--- config.mk ---
export PLATFORM = sky130hd
export DESIGN_NAME = sha1_message_hash
export DESIGN_NICKNAME = d
export VERILOG_FILES = /design/src/rtl/shm_pkg.sv /design/src/rtl/shm_front.sv /design/src/rtl/shm_back.sv /design/src/rtl/sha1_message_hash.sv
export SDC_FILE = /design/constraint.sdc
export NUM_CORES = 2
export LEC_CHECK = 0
export BUFFER_PORTS_ARGS = -buffer_cell sky130_fd_sc_hd__buf_2
export CELL_PAD_IN_SITES_DETAIL_PLACEMENT = 0
export CELL_PAD_IN_SITES_GLOBAL_PLACEMENT = 1
export CORE_ASPECT_RATIO = 1.25
export CORE_MARGIN = 5
export CORE_UTILIZATION = 45
export CTS_CLUSTER_SIZE = 40
export DETAILED_ROUTE_END_ITERATION = 8
export GPL_TIMING_DRIVEN = 0
export MAX_ROUTING_LAYER = met4
export PLACE_DENSITY_LB_ADDON = 0.12
export SYNTH_ARGS = -nofsm -noshare
export SYNTH_HDL_FRONTEND = slang
export SYNTH_HIERARCHICAL = 1
export SYNTH_SLANG_ARGS = --single-unit
--- constraint.sdc ---
create_clock -name clock -period 36 [get_ports clock]
set_input_delay 7.2 -clock clock [delete_from_list [all_inputs] [get_ports clock]]
set_output_delay 7.2 -clock clock [all_outputs]
set_load 0.01 [all_outputs]
--- src/rtl/shm_pkg.sv ---
package shm_pkg;

   // Input item as it arrives on the request channel
   typedef struct packed {
      logic [7:0] data_byte;
      logic       byte_present;
      logic       end_of_message;
   } shm_req_type;

   // Digest, H0 first
   typedef struct packed {
      logic [31:0] digest_word0;
      logic [31:0] digest_word1;
      logic [31:0] digest_word2;
      logic [31:0] digest_word3;
      logic [31:0] digest_word4;
   } shm_rsp_type;

   // Work that the front hands to the back
   typedef enum logic [1:0] {
      CMD_BYTE,
      CMD_BYTE_END,
      CMD_END
   } shm_cmd_type;

   typedef struct packed {
      shm_cmd_type cmd;
      logic [7:0]  data_byte;
   } shm_entry_type;

   // Queue side of the front/back link
   typedef struct packed {
      logic          valid;
      shm_entry_type entry;
   } shm_queue_type;

   // Round constants
   localparam logic [31:0] K_00_19 = 32'h5A827999;
   localparam logic [31:0] K_20_39 = 32'h6ED9EBA1;
   localparam logic [31:0] K_40_59 = 32'h8F1BBCDC;
   localparam logic [31:0] K_60_79 = 32'hCA62C1D6;

   // Initial chain value
   localparam logic [31:0] H0_INIT = 32'h67452301;
   localparam logic [31:0] H1_INIT = 32'hEFCDAB89;
   localparam logic [31:0] H2_INIT = 32'h98BADCFE;
   localparam logic [31:0] H3_INIT = 32'h10325476;
   localparam logic [31:0] H4_INIT = 32'hC3D2E1F0;

   localparam logic [7:0] PAD_MARK_BYTE = 8'h80;
   localparam logic [5:0] LAST_FILL     = 6'h3f;
   localparam logic [5:0] LEN_START     = 6'd56;
   localparam logic [6:0] LAST_ROUND    = 7'd79;

endpackage

--- src/rtl/shm_front.sv ---
module shm_front import shm_pkg::*; #(
   parameter int QUEUE_DEPTH = 4
) (
   input  logic          clock,
   input  logic          reset,
   input  logic          req_push,
   output logic          req_full,
   input  shm_req_type   req_data,
   output shm_queue_type queue_head,
   input  logic          queue_pop
);

   localparam int PTR_W = (QUEUE_DEPTH > 1) ? $clog2(QUEUE_DEPTH) : 1;
   localparam int CNT_W = $clog2(QUEUE_DEPTH + 1);
   localparam logic [PTR_W-1:0] LAST_PTR = PTR_W'(QUEUE_DEPTH - 1);

   shm_entry_type    entries_ff [QUEUE_DEPTH];
   logic [PTR_W-1:0] wr_ptr_ff, wr_ptr_in;
   logic [PTR_W-1:0] rd_ptr_ff, rd_ptr_in;
   logic [CNT_W-1:0] count_ff, count_in;
   logic             accept;
   logic             keep;
   logic             pop;
   shm_entry_type    entry;

   // Classify the incoming item; idle items are taken and dropped
   always_comb begin
      entry.data_byte = req_data.data_byte;
      if (req_data.byte_present) begin
         entry.cmd = req_data.end_of_message ? CMD_BYTE_END : CMD_BYTE;
      end else begin
         entry.cmd = CMD_END;
      end
   end

   assign req_full = (count_ff == CNT_W'(QUEUE_DEPTH));
   assign accept   = req_push && !req_full;
   assign keep     = accept && (req_data.byte_present || req_data.end_of_message);
   assign pop      = queue_pop && (count_ff != '0);

   // Advance pointers and fill count
   always_comb begin
      wr_ptr_in = wr_ptr_ff;
      rd_ptr_in = rd_ptr_ff;
      if (keep) begin
         wr_ptr_in = (wr_ptr_ff == LAST_PTR) ? '0 : wr_ptr_ff + 1'b1;
      end
      if (pop) begin
         rd_ptr_in = (rd_ptr_ff == LAST_PTR) ? '0 : rd_ptr_ff + 1'b1;
      end
      count_in = count_ff + CNT_W'(keep) - CNT_W'(pop);
   end

   always_ff @(posedge clock) begin
      if (reset) begin
         wr_ptr_ff <= '0;
         rd_ptr_ff <= '0;
         count_ff  <= '0;
      end else begin
         wr_ptr_ff <= wr_ptr_in;
         rd_ptr_ff <= rd_ptr_in;
         count_ff  <= count_in;
      end
   end

   // Store entries; payload needs no reset
   always_ff @(posedge clock) begin
      if (keep) begin
         entries_ff[wr_ptr_ff] <= entry;
      end
   end

   assign queue_head.valid = (count_ff != '0);
   assign queue_head.entry = entries_ff[rd_ptr_ff];

endmodule

--- src/rtl/shm_back.sv ---
module shm_back import shm_pkg::*; (
   input  logic          clock,
   input  logic          reset,
   input  shm_queue_type queue_head,
   output logic          queue_pop,
   output logic          rsp_empty,
   input  logic          rsp_pop,
   output shm_rsp_type   rsp_data
);

   typedef enum logic [1:0] {
      ST_LOAD,
      ST_PAD,
      ST_ROUND,
      ST_ADD
   } state_type;

   typedef enum logic [1:0] {
      PH_MARK,
      PH_ZERO,
      PH_LEN
   } phase_type;

   state_type    state_ff, state_in;
   phase_type    phase_ff, phase_in;
   logic [5:0]   fill_ff, fill_in;
   logic [63:0]  total_ff, total_in;
   logic [6:0]   rnd_ff, rnd_in;
   logic [2:0]   len_cnt_ff, len_cnt_in;
   logic         final_ff, final_in;
   logic         resume_ff, resume_in;
   logic [31:0]  chain_ff [5];
   logic [31:0]  chain_in [5];
   logic [31:0]  work_ff [5];
   logic [31:0]  work_in [5];
   logic [511:0] sched_ff, sched_in;
   logic [63:0]  len_ff, len_in;
   logic         out_valid_ff, out_valid_in;
   shm_rsp_type  out_data_ff, out_data_in;

   logic         push_en;
   logic [7:0]   push_val;
   logic         go_pad;
   logic         slot_free;
   logic [31:0]  w0, w2, w8, w13, wx, wnew;
   logic [31:0]  f_val, k_val, t_val;
   logic [31:0]  sum [5];

   // Schedule taps: word j of the window sits at the top minus 32*j
   assign w0   = sched_ff[511:480];
   assign w2   = sched_ff[447:416];
   assign w8   = sched_ff[255:224];
   assign w13  = sched_ff[95:64];
   assign wx   = w13 ^ w8 ^ w2 ^ w0;
   assign wnew = {wx[30:0], wx[31]};

   // Round function and constant
   always_comb begin
      case (rnd_ff) inside
         [7'd0:7'd19]: begin
            f_val = (work_ff[1] & work_ff[2]) | (~work_ff[1] & work_ff[3]);
            k_val = K_00_19;
         end
         [7'd20:7'd39]: begin
            f_val = work_ff[1] ^ work_ff[2] ^ work_ff[3];
            k_val = K_20_39;
         end
         [7'd40:7'd59]: begin
            f_val = (work_ff[1] & work_ff[2]) | (work_ff[1] & work_ff[3])
                  | (work_ff[2] & work_ff[3]);
            k_val = K_40_59;
         end
         default: begin
            f_val = work_ff[1] ^ work_ff[2] ^ work_ff[3];
            k_val = K_60_79;
         end
      endcase
      t_val = {work_ff[0][26:0], work_ff[0][31:27]} + f_val + work_ff[4] + k_val + w0;
   end

   always_comb begin
      for (int i = 0; i < 5; i++) begin
         sum[i] = chain_ff[i] + work_ff[i];
      end
   end

   assign slot_free = !out_valid_ff || rsp_pop;

   // Sequencer next state
   always_comb begin
      state_in     = state_ff;
      phase_in     = phase_ff;
      fill_in      = fill_ff;
      total_in     = total_ff;
      rnd_in       = rnd_ff;
      len_cnt_in   = len_cnt_ff;
      final_in     = final_ff;
      resume_in    = resume_ff;
      chain_in     = chain_ff;
      work_in      = work_ff;
      sched_in     = sched_ff;
      len_in       = len_ff;
      out_data_in  = out_data_ff;
      out_valid_in = out_valid_ff && !rsp_pop;
      queue_pop    = 1'b0;
      push_en      = 1'b0;
      push_val     = queue_head.entry.data_byte;
      go_pad       = 1'b0;

      case (state_ff)
         ST_LOAD: begin
            if (queue_head.valid) begin
               queue_pop = 1'b1;
               case (queue_head.entry.cmd)
                  CMD_BYTE: begin
                     push_en  = 1'b1;
                     total_in = total_ff + 64'd1;
                  end
                  CMD_BYTE_END: begin
                     push_en  = 1'b1;
                     total_in = total_ff + 64'd1;
                     go_pad   = 1'b1;
                  end
                  default: begin
                     go_pad = 1'b1;
                  end
               endcase
               if (go_pad) begin
                  state_in = ST_PAD;
                  phase_in = PH_MARK;
               end
            end
         end
         ST_PAD: begin
            push_en = 1'b1;
            go_pad  = 1'b1;
            case (phase_ff)
               PH_MARK: begin
                  push_val = PAD_MARK_BYTE;
                  len_in   = {total_ff[60:0], 3'b000};
                  phase_in = (fill_ff + 6'd1 == LEN_START) ? PH_LEN : PH_ZERO;
                  len_cnt_in = '0;
               end
               PH_ZERO: begin
                  push_val = '0;
                  if (fill_ff + 6'd1 == LEN_START) begin
                     phase_in = PH_LEN;
                  end
               end
               default: begin
                  push_val   = len_ff[63:56];
                  len_in     = {len_ff[55:0], 8'h00};
                  len_cnt_in = len_cnt_ff + 3'd1;
                  if (len_cnt_ff == 3'd7) begin
                     final_in = 1'b1;
                     go_pad   = 1'b0;
                  end
               end
            endcase
         end
         ST_ROUND: begin
            work_in[4] = work_ff[3];
            work_in[3] = work_ff[2];
            work_in[2] = {work_ff[1][1:0], work_ff[1][31:2]};
            work_in[1] = work_ff[0];
            work_in[0] = t_val;
            sched_in   = {sched_ff[479:0], wnew};
            rnd_in     = rnd_ff + 7'd1;
            if (rnd_ff == LAST_ROUND) begin
               state_in = ST_ADD;
            end
         end
         default: begin
            if (final_ff) begin
               // Emit the digest and reload for the next message
               if (slot_free) begin
                  out_valid_in             = 1'b1;
                  out_data_in.digest_word0 = sum[0];
                  out_data_in.digest_word1 = sum[1];
                  out_data_in.digest_word2 = sum[2];
                  out_data_in.digest_word3 = sum[3];
                  out_data_in.digest_word4 = sum[4];
                  chain_in[0] = H0_INIT;
                  chain_in[1] = H1_INIT;
                  chain_in[2] = H2_INIT;
                  chain_in[3] = H3_INIT;
                  chain_in[4] = H4_INIT;
                  total_in    = '0;
                  final_in    = 1'b0;
                  resume_in   = 1'b0;
                  phase_in    = PH_MARK;
                  state_in    = ST_LOAD;
               end
            end else begin
               chain_in = sum;
               state_in = resume_ff ? ST_PAD : ST_LOAD;
            end
         end
      endcase

      // Shift one byte into the block; a full block starts the rounds
      if (push_en) begin
         sched_in = {sched_ff[503:0], push_val};
         fill_in  = fill_ff + 6'd1;
         if (fill_ff == LAST_FILL) begin
            state_in  = ST_ROUND;
            resume_in = go_pad;
            rnd_in    = '0;
            work_in   = chain_ff;
         end
      end
   end

   always_ff @(posedge clock) begin
      if (reset) begin
         state_ff     <= ST_LOAD;
         phase_ff     <= PH_MARK;
         fill_ff      <= '0;
         total_ff     <= '0;
         rnd_ff       <= '0;
         len_cnt_ff   <= '0;
         final_ff     <= 1'b0;
         resume_ff    <= 1'b0;
         out_valid_ff <= 1'b0;
         chain_ff[0]  <= H0_INIT;
         chain_ff[1]  <= H1_INIT;
         chain_ff[2]  <= H2_INIT;
         chain_ff[3]  <= H3_INIT;
         chain_ff[4]  <= H4_INIT;
      end else begin
         state_ff     <= state_in;
         phase_ff     <= phase_in;
         fill_ff      <= fill_in;
         total_ff     <= total_in;
         rnd_ff       <= rnd_in;
         len_cnt_ff   <= len_cnt_in;
         final_ff     <= final_in;
         resume_ff    <= resume_in;
         out_valid_ff <= out_valid_in;
         chain_ff     <= chain_in;
      end
      work_ff     <= work_in;
      sched_ff    <= sched_in;
      len_ff      <= len_in;
      out_data_ff <= out_data_in;
   end

   assign rsp_empty = !out_valid_ff;
   assign rsp_data  = out_data_ff;

   // The last round always hands over to the chain update
   a_round_end: assert property (@(posedge clock) disable iff (reset)
      (state_ff == ST_ROUND && rnd_ff == LAST_ROUND) |=> (state_ff == ST_ADD))
      else $error("round sequence did not end in chain update");

   // Length bytes only fill the tail of a block
   a_len_place: assert property (@(posedge clock) disable iff (reset)
      (state_ff == ST_PAD && phase_ff == PH_LEN) |-> (fill_ff >= LEN_START))
      else $error("length bytes outside block tail");

   // Rounds start only on a complete block
   a_round_start: assert property (@(posedge clock) disable iff (reset)
      (state_ff != ST_ROUND) ##1 (state_ff == ST_ROUND) |-> (fill_ff == '0))
      else $error("compression started on partial block");

   // A waiting digest is never overwritten
   a_hold_digest: assert property (@(posedge clock) disable iff (reset)
      (out_valid_ff && !rsp_pop) |=> (out_valid_ff && $stable(out_data_ff)))
      else $error("pending digest lost");

endmodule

--- src/rtl/sha1_message_hash.sv ---
// Channel   Ports                          Transfer when
// --------  -----------------------------  ------------------------
// request   req_push  req_full  req_data   req_push && !req_full
// response  rsp_pop   rsp_empty rsp_data   rsp_pop && !rsp_empty
//
// The block loader takes message bytes one at a time; every 64 bytes the
// shared round unit runs 80 rounds and then one chain update.
// End of message adds 9 to 72 padding bytes, plus one or two more blocks through
// the round unit before the digest is loaded into the result register.
// The request queue (QUEUE_DEPTH items) keeps taking items while the rounds run.
// Synchronous reset loads the initial chain value and empties queue and result.
module sha1_message_hash import shm_pkg::*; #(
   parameter int QUEUE_DEPTH = 4
) (
   input  logic        clock,
   input  logic        reset,
   input  logic        req_push,
   output logic        req_full,
   input  shm_req_type req_data,
   output logic        rsp_empty,
   input  logic        rsp_pop,
   output shm_rsp_type rsp_data
);

   shm_queue_type queue_head;
   logic          queue_pop;

   // Accept, classify and queue items
   shm_front #(
      .QUEUE_DEPTH(QUEUE_DEPTH)
   ) u_front (
      .clock      (clock),
      .reset      (reset),
      .req_push   (req_push),
      .req_full   (req_full),
      .req_data   (req_data),
      .queue_head (queue_head),
      .queue_pop  (queue_pop)
   );

   // Pack, pad, compress and emit
   shm_back u_back (
      .clock      (clock),
      .reset      (reset),
      .queue_head (queue_head),
      .queue_pop  (queue_pop),
      .rsp_empty  (rsp_empty),
      .rsp_pop    (rsp_pop),
      .rsp_data   (rsp_data)
   );

endmodule

# After elaboration in Yosys (flattened, before gate mapping)
# Memories as Yosys holds them, arrays and structs flattened. A register that Yosys moved wholly into a read port is not among the register bits.
# Index checks and enable logic that the tools add are counted.
dict set report word_totals {
  ff_bits 1150
  ram_bits 40
  inputBits 14
  output_inout_bits 162
  mem_count 1
}
dict set report classes {
  add_sub_neg 17
  n_lt_le_gt_ge 6
  eq_ne 19
  mux 75
  n_bitwise 18
  reduce_logical 32
}
# memory words width rd rd_ports_with_merged_regs wr line
set memory_table {}
lappend memory_table {u_front.entries_ff 4 10 1 1 1 shm_front.sv:17} ;# shm_entry_type entries_ff [QUEUE_DEPTH];
# op n
set ops {}
lappend ops {{2-to-1 mux 512 bit} 2}
lappend ops {{2-to-1 mux 160 bit} 5}
lappend ops {{adder 32 bit} 9}
lappend ops {{2-to-1 mux 64 bit} 4}
lappend ops {{one-hot mux 64 bit (2 select lines)} 2}
lappend ops {{2-to-1 mux 32 bit} 5}
lappend ops {{XOR 32 bit} 5}
lappend ops {{AND 32 bit} 4}
lappend ops {{bitwise OR 32 bit} 3}
lappend ops {{adder 64 x 1 -> 64 bit (second input constant)} 1}
lappend ops {{2-to-1 mux 2 bit} 18}
lappend ops {{NOT 32 bit} 1}
lappend ops {{2-to-1 mux 31 bit} 1}
lappend ops {{2-to-1 mux 1 bit} 26}
lappend ops {{2-to-1 mux 7 bit} 3}
lappend ops {{one-hot mux 8 bit (2 select lines)} 1}
lappend ops {{less-or-equal comparator 7 x 6 -> 1 bit (second input constant)} 2}
lappend ops {{== test 6 bit (second input constant)} 2}
lappend ops {{one-hot mux 2 bit (3 select lines)} 2}
lappend ops {{nonzero test 3 bit} 3}
lappend ops {{2-to-1 mux 8 bit} 1}
lappend ops {{inequality test 2 bit (second input constant)} 4}
lappend ops {{OR reduction 2 bit} 4}
lappend ops {{adder 7 x 1 -> 7 bit (second input constant)} 1}
lappend ops {{other kinds (30)} 58}

# Depth between registers and ports, before layout
dict set report depth {
  ltp_word 13
  ltp_mapped 26
  ltp_nobuf 24
}

# Cells and area by module
# Netlist, hierarchy kept.
# module instances cells_each area_per_inst_um2 seq_area_each_um2
set modules_own_cells {}
lappend modules_own_cells {shm_back 1 5847 58011.9 30098.9}
lappend modules_own_cells {shm_front 1 107 1956.9 1381.3}

# Worst setup path after synthesis
# Ideal clock, no wire load.
dict set report synth_path {
  path_type {register to register}
  start {register (tool-made name)}
  end {register u_back.sched_ff[0] (enable)}
  setup_ns 1.564
  arrival_time_ns 26.268
  t_required_ns 34.436
  slack_ns 8.168
  stages_incl_launch_ff 7
  n_path_buf 2
  synth_period_minus_slack_ns 27.832
  cell_sequence {dfxtp_1 -> buf_2 -> mux4_2 -> o21ai_0 -> clkbuf_1 -> nor2_1 -> a21oi_1}
}
# element line
set synth_rtl {}
lappend synth_rtl {{to (signal assigned)} shm_back.sv:243} ;# sched_ff <= sched_in;
lappend synth_rtl {{to (decl)} shm_back.sv:36} ;# logic [511:0] sched_ff, sched_in;

# Final worst setup path
dict set report layout_path {
  start {input port rsp_pop}
  end {register u_back/chain_ff[49] in the netlist's numbering}
}
dict set report layout_between {
  elab_chain_len 3
}
# element line
set layout_rtl {}
lappend layout_rtl {{from (decl)} sha1_message_hash.sv:21} ;# input logic rsp_pop,
lappend layout_rtl {{logical OR 1 bit} shm_back.sv:87} ;# assign slot_free = !out_valid_ff || rsp_pop;
lappend layout_rtl {{inequality test 2 bit (no line)} n/a}
lappend layout_rtl {{AND reduction 2 bit (no line)} n/a}
lappend layout_rtl {{to (signal assigned)} shm_back.sv:240} ;# chain_ff <= chain_in;
lappend layout_rtl {{to (decl)} shm_back.sv:32} ;# logic [31:0] chain_ff [5];
# No other way between the ends.
# A chain may end at the register's enable or synchronous reset.

==> metrics.cfg <==
[hold_path]
hold_depth = 2
hp-start = u_back/chain_ff[0]
worstHoldEndpoint = u_back/chain_ff[0]
hold_path_class = reg2reg

[critical_path]
path_class = in2reg
critPathLaunch = rsp_pop
worstPathArrival_ps = 10310
critical_path.endpoint_type = flip-flop
required_ps = 36680
rr_startpoint = u_back/rnd_ff[0]
crit_fanout = 10
reg2reg_to = u_back/work_ff[158]
cp-start-kind = primary input
reg2regPathDepth = 26
r2r_slack_ps = 27750

[clock_network]
path_clk_slew_ps = 60
ctsHoldBuffers = 0
clk_path_buf_depth = 3
cts-root-buf = clkbuf_16
cts_tree = built
htree_levels = 3
cts_resized = 0
cts_setup_buffers = 0
clk_latency_ps = 760
numCtsBuffers = 120
cts_sinks = 1186

[floorplanning]
dieWidth_um = 337
fp-row-count = 149
ioPinCount = 176
dieArea_um2 = 141000
die_y_um = 418
core_area_um2 = 132000
start_util_pct = 45.4

[logic_synthesis]
synth_flop_cell = edfxtp_1
syn_inst = 5954
synth_edf_count = 773
synth_cell_types = 79
synth.avg_cell_area_um2 = 10.1
ys_ff_latch = 1186
yosysSeqAreaShare_pct = 52.5
async_reset_ff_share_pct = 0
yosysWarnings = 6
mappedNetlistArea_um2 = 60000
syn-num-nets = 6304

[grt]
grt_max_degree = 81
track_usage_pct = 27.4
antenna_found_initial = 2
grt_pass1_vias = 44700
overflow = 0
grt_pass1_wl_mm = 281

[drt]
firstDrtPassIters = 5
wl_per_cell_um = 23.4
drc_errors = 0
wirelength_mm = 190
ant_nets = 0
vias = 44500
drt-initial-drc-count = 2997
routed_via_density = 5.48

[run]
maxCapViolations = 0

[sta]
layout_worst_path_cycle_share_pct = 26.8
slew_violations = 0
max_slew.worst_pin.slew_ps = 1400
fin_skew_ps = 41.7
setup_tns_ps = 0
rsz0062_at_grt = no
hold_violations = 0
fmaxAchievable_mhz = 104
period_needed_ps = 9630
setup_viol = 0
slew_headroom_pct = 6.69

[placed_design]
portBuffers = 175
dp_hpwl_mm = 149
place.gp.congestion = 0.953

[power]
p_per_area_nw_per_um2 = 94.5
leakage_nw = 27.3
peakVddDrop_uv = 57.7

[layout]
synthToLayoutAreaGrowth_pct = 12.7
final_common_cell = nand2_1
final_util_pct = 51.1
drive_gt1_share_pct = 7.55
final_net_count = 6627
final_cell_mix = nand2_1 (1763), edfxtp_1 (773), dfxtp_1 (413)

[status]
status = complete, no violations

==> state kept, by name, indices dropped and copies added, names as in the netlist, named ones only <==
| register | flops |
|---|---|
| u_back/resume_ff | 1 |
| u_front/rd_ptr_ff | 2 |
| u_back/fill_ff | 6 |
| u_back/phase_ff | 2 |
| u_front/wr_ptr_ff | 2 |
| u_back/total_ff | 61 |
| u_back/len_cnt_ff | 3 |
| u_back/len_ff | 61 |
| u_back/work_ff | 160 |
| u_front/count_ff | 3 |
| u_back/sched_ff | 512 |
| u_back/rsp_data | 160 |
| u_front/entries_ff | 40 |
| u_back/out_valid_ff | 1 |
| u_back/chain_ff | 160 |
| u_back/state_ff | 2 |
| u_back/rnd_ff | 7 |
| u_back/final_ff | 1 |
==> kinds of logic after synthesis <==
kind of cell / Yosys count / share of synthesized area, %
simple gates: 2379 / 16.2
flops: 1186 / 52.5
compound gates: 973 / 10.3
buf+inv: 508 / 3.21
fa+ha+maj: 336 / 8.59
xor+xnor: 321 / 4.69
mux: 251 / 4.52
==> critical path: stages <==
cell and delay, ps:
buf_2 120, nor2_1 210, nand2_1 150, nand2_1 120, nor2_1 120, nand2_1 690, clkbuf_1 670, clkbuf_1 780
o22a_1 230
==> stage by stage <==
step / total power, mW / instance area [um^2] / setup slack, ps / hold slack [ps] / instances
floorplan: 4.55 / 60000 / 8170 / 439 / 5954
global placement: 5.38 / 63000 / -4300 / 468 / 7865
detailed placement: 5.12 / 63600 / 25640 / 470 / 7891
CTS: 6.43 / 67600 / 26440 / 479 / 8117
global route: 6.80 / 67600 / 26230 / 506 / 8118
finish: 6.39 / 67600 / 26370 / 480 / 8119
==> area by class of cell <==
cell class	count	area, um^2
antenna	2	5.00
tap	1736	2170
timing repair buffer	201	1450
sequential	1186	31500
fill	12300	64600
clock inverter	57	649
clock buffer	169	3320
inverter	246	928
multi-input combinational	4260	26600
buffer	262	995
==> how the worst max path moves through the flow <==
stage,to
final,u_back/chain_ff[49]
after global routing,u_back/total_ff[51]
after CTS,u_back/chain_ff[49]
after detailed placement,u_back/chain_ff[49]
after global placement,u_back/sched_ff[324]
after floorplan,u_back/sched_ff[0]
==> per-layer routing <==
layer | part of all wire [%] | global-route usage, % | wire [um] | vias up
li1 | - | - | - | 21200
met1 | 38 | 30.0 | 72300 | 21900
met2 | 52 | 49.8 | 99700 | 1077
met3 | 3.6 | 2.46 | 6910 | 378
met4 | 5.9 | 13.9 | 11300 | 0
met5 | 0 | - | 0 | -
==> where the power goes <==
| group | internal (mW) | switching (mW) | total, mW |
|---|---|---|---|
| logic | 0.905 | 1.65 | 2.56 |
| clock network | 0.724 | 0.554 | 1.28 |
| registers | 2.16 | 0.395 | 2.56 |
| total | 3.79 | 2.60 | 6.39 |
==> Yosys cell counts (102+ instances only) <==
library cell	n	area, um^2
nand2_1	1763	6620
edfxtp_1	773	23200
dfxtp_1	413	8270
o21ai_0	298	1490
nor2_1	293	1100
clkbuf_1	244	916
inv_1	242	908
xnor2_1	236	2070
ha_1	210	2630
a21oi_1	201	1010
mux2i_1	185	1850
fa_1	126	2520
a21o_1	102	766
Note: power is estimated with default switching activity, not from simulation.
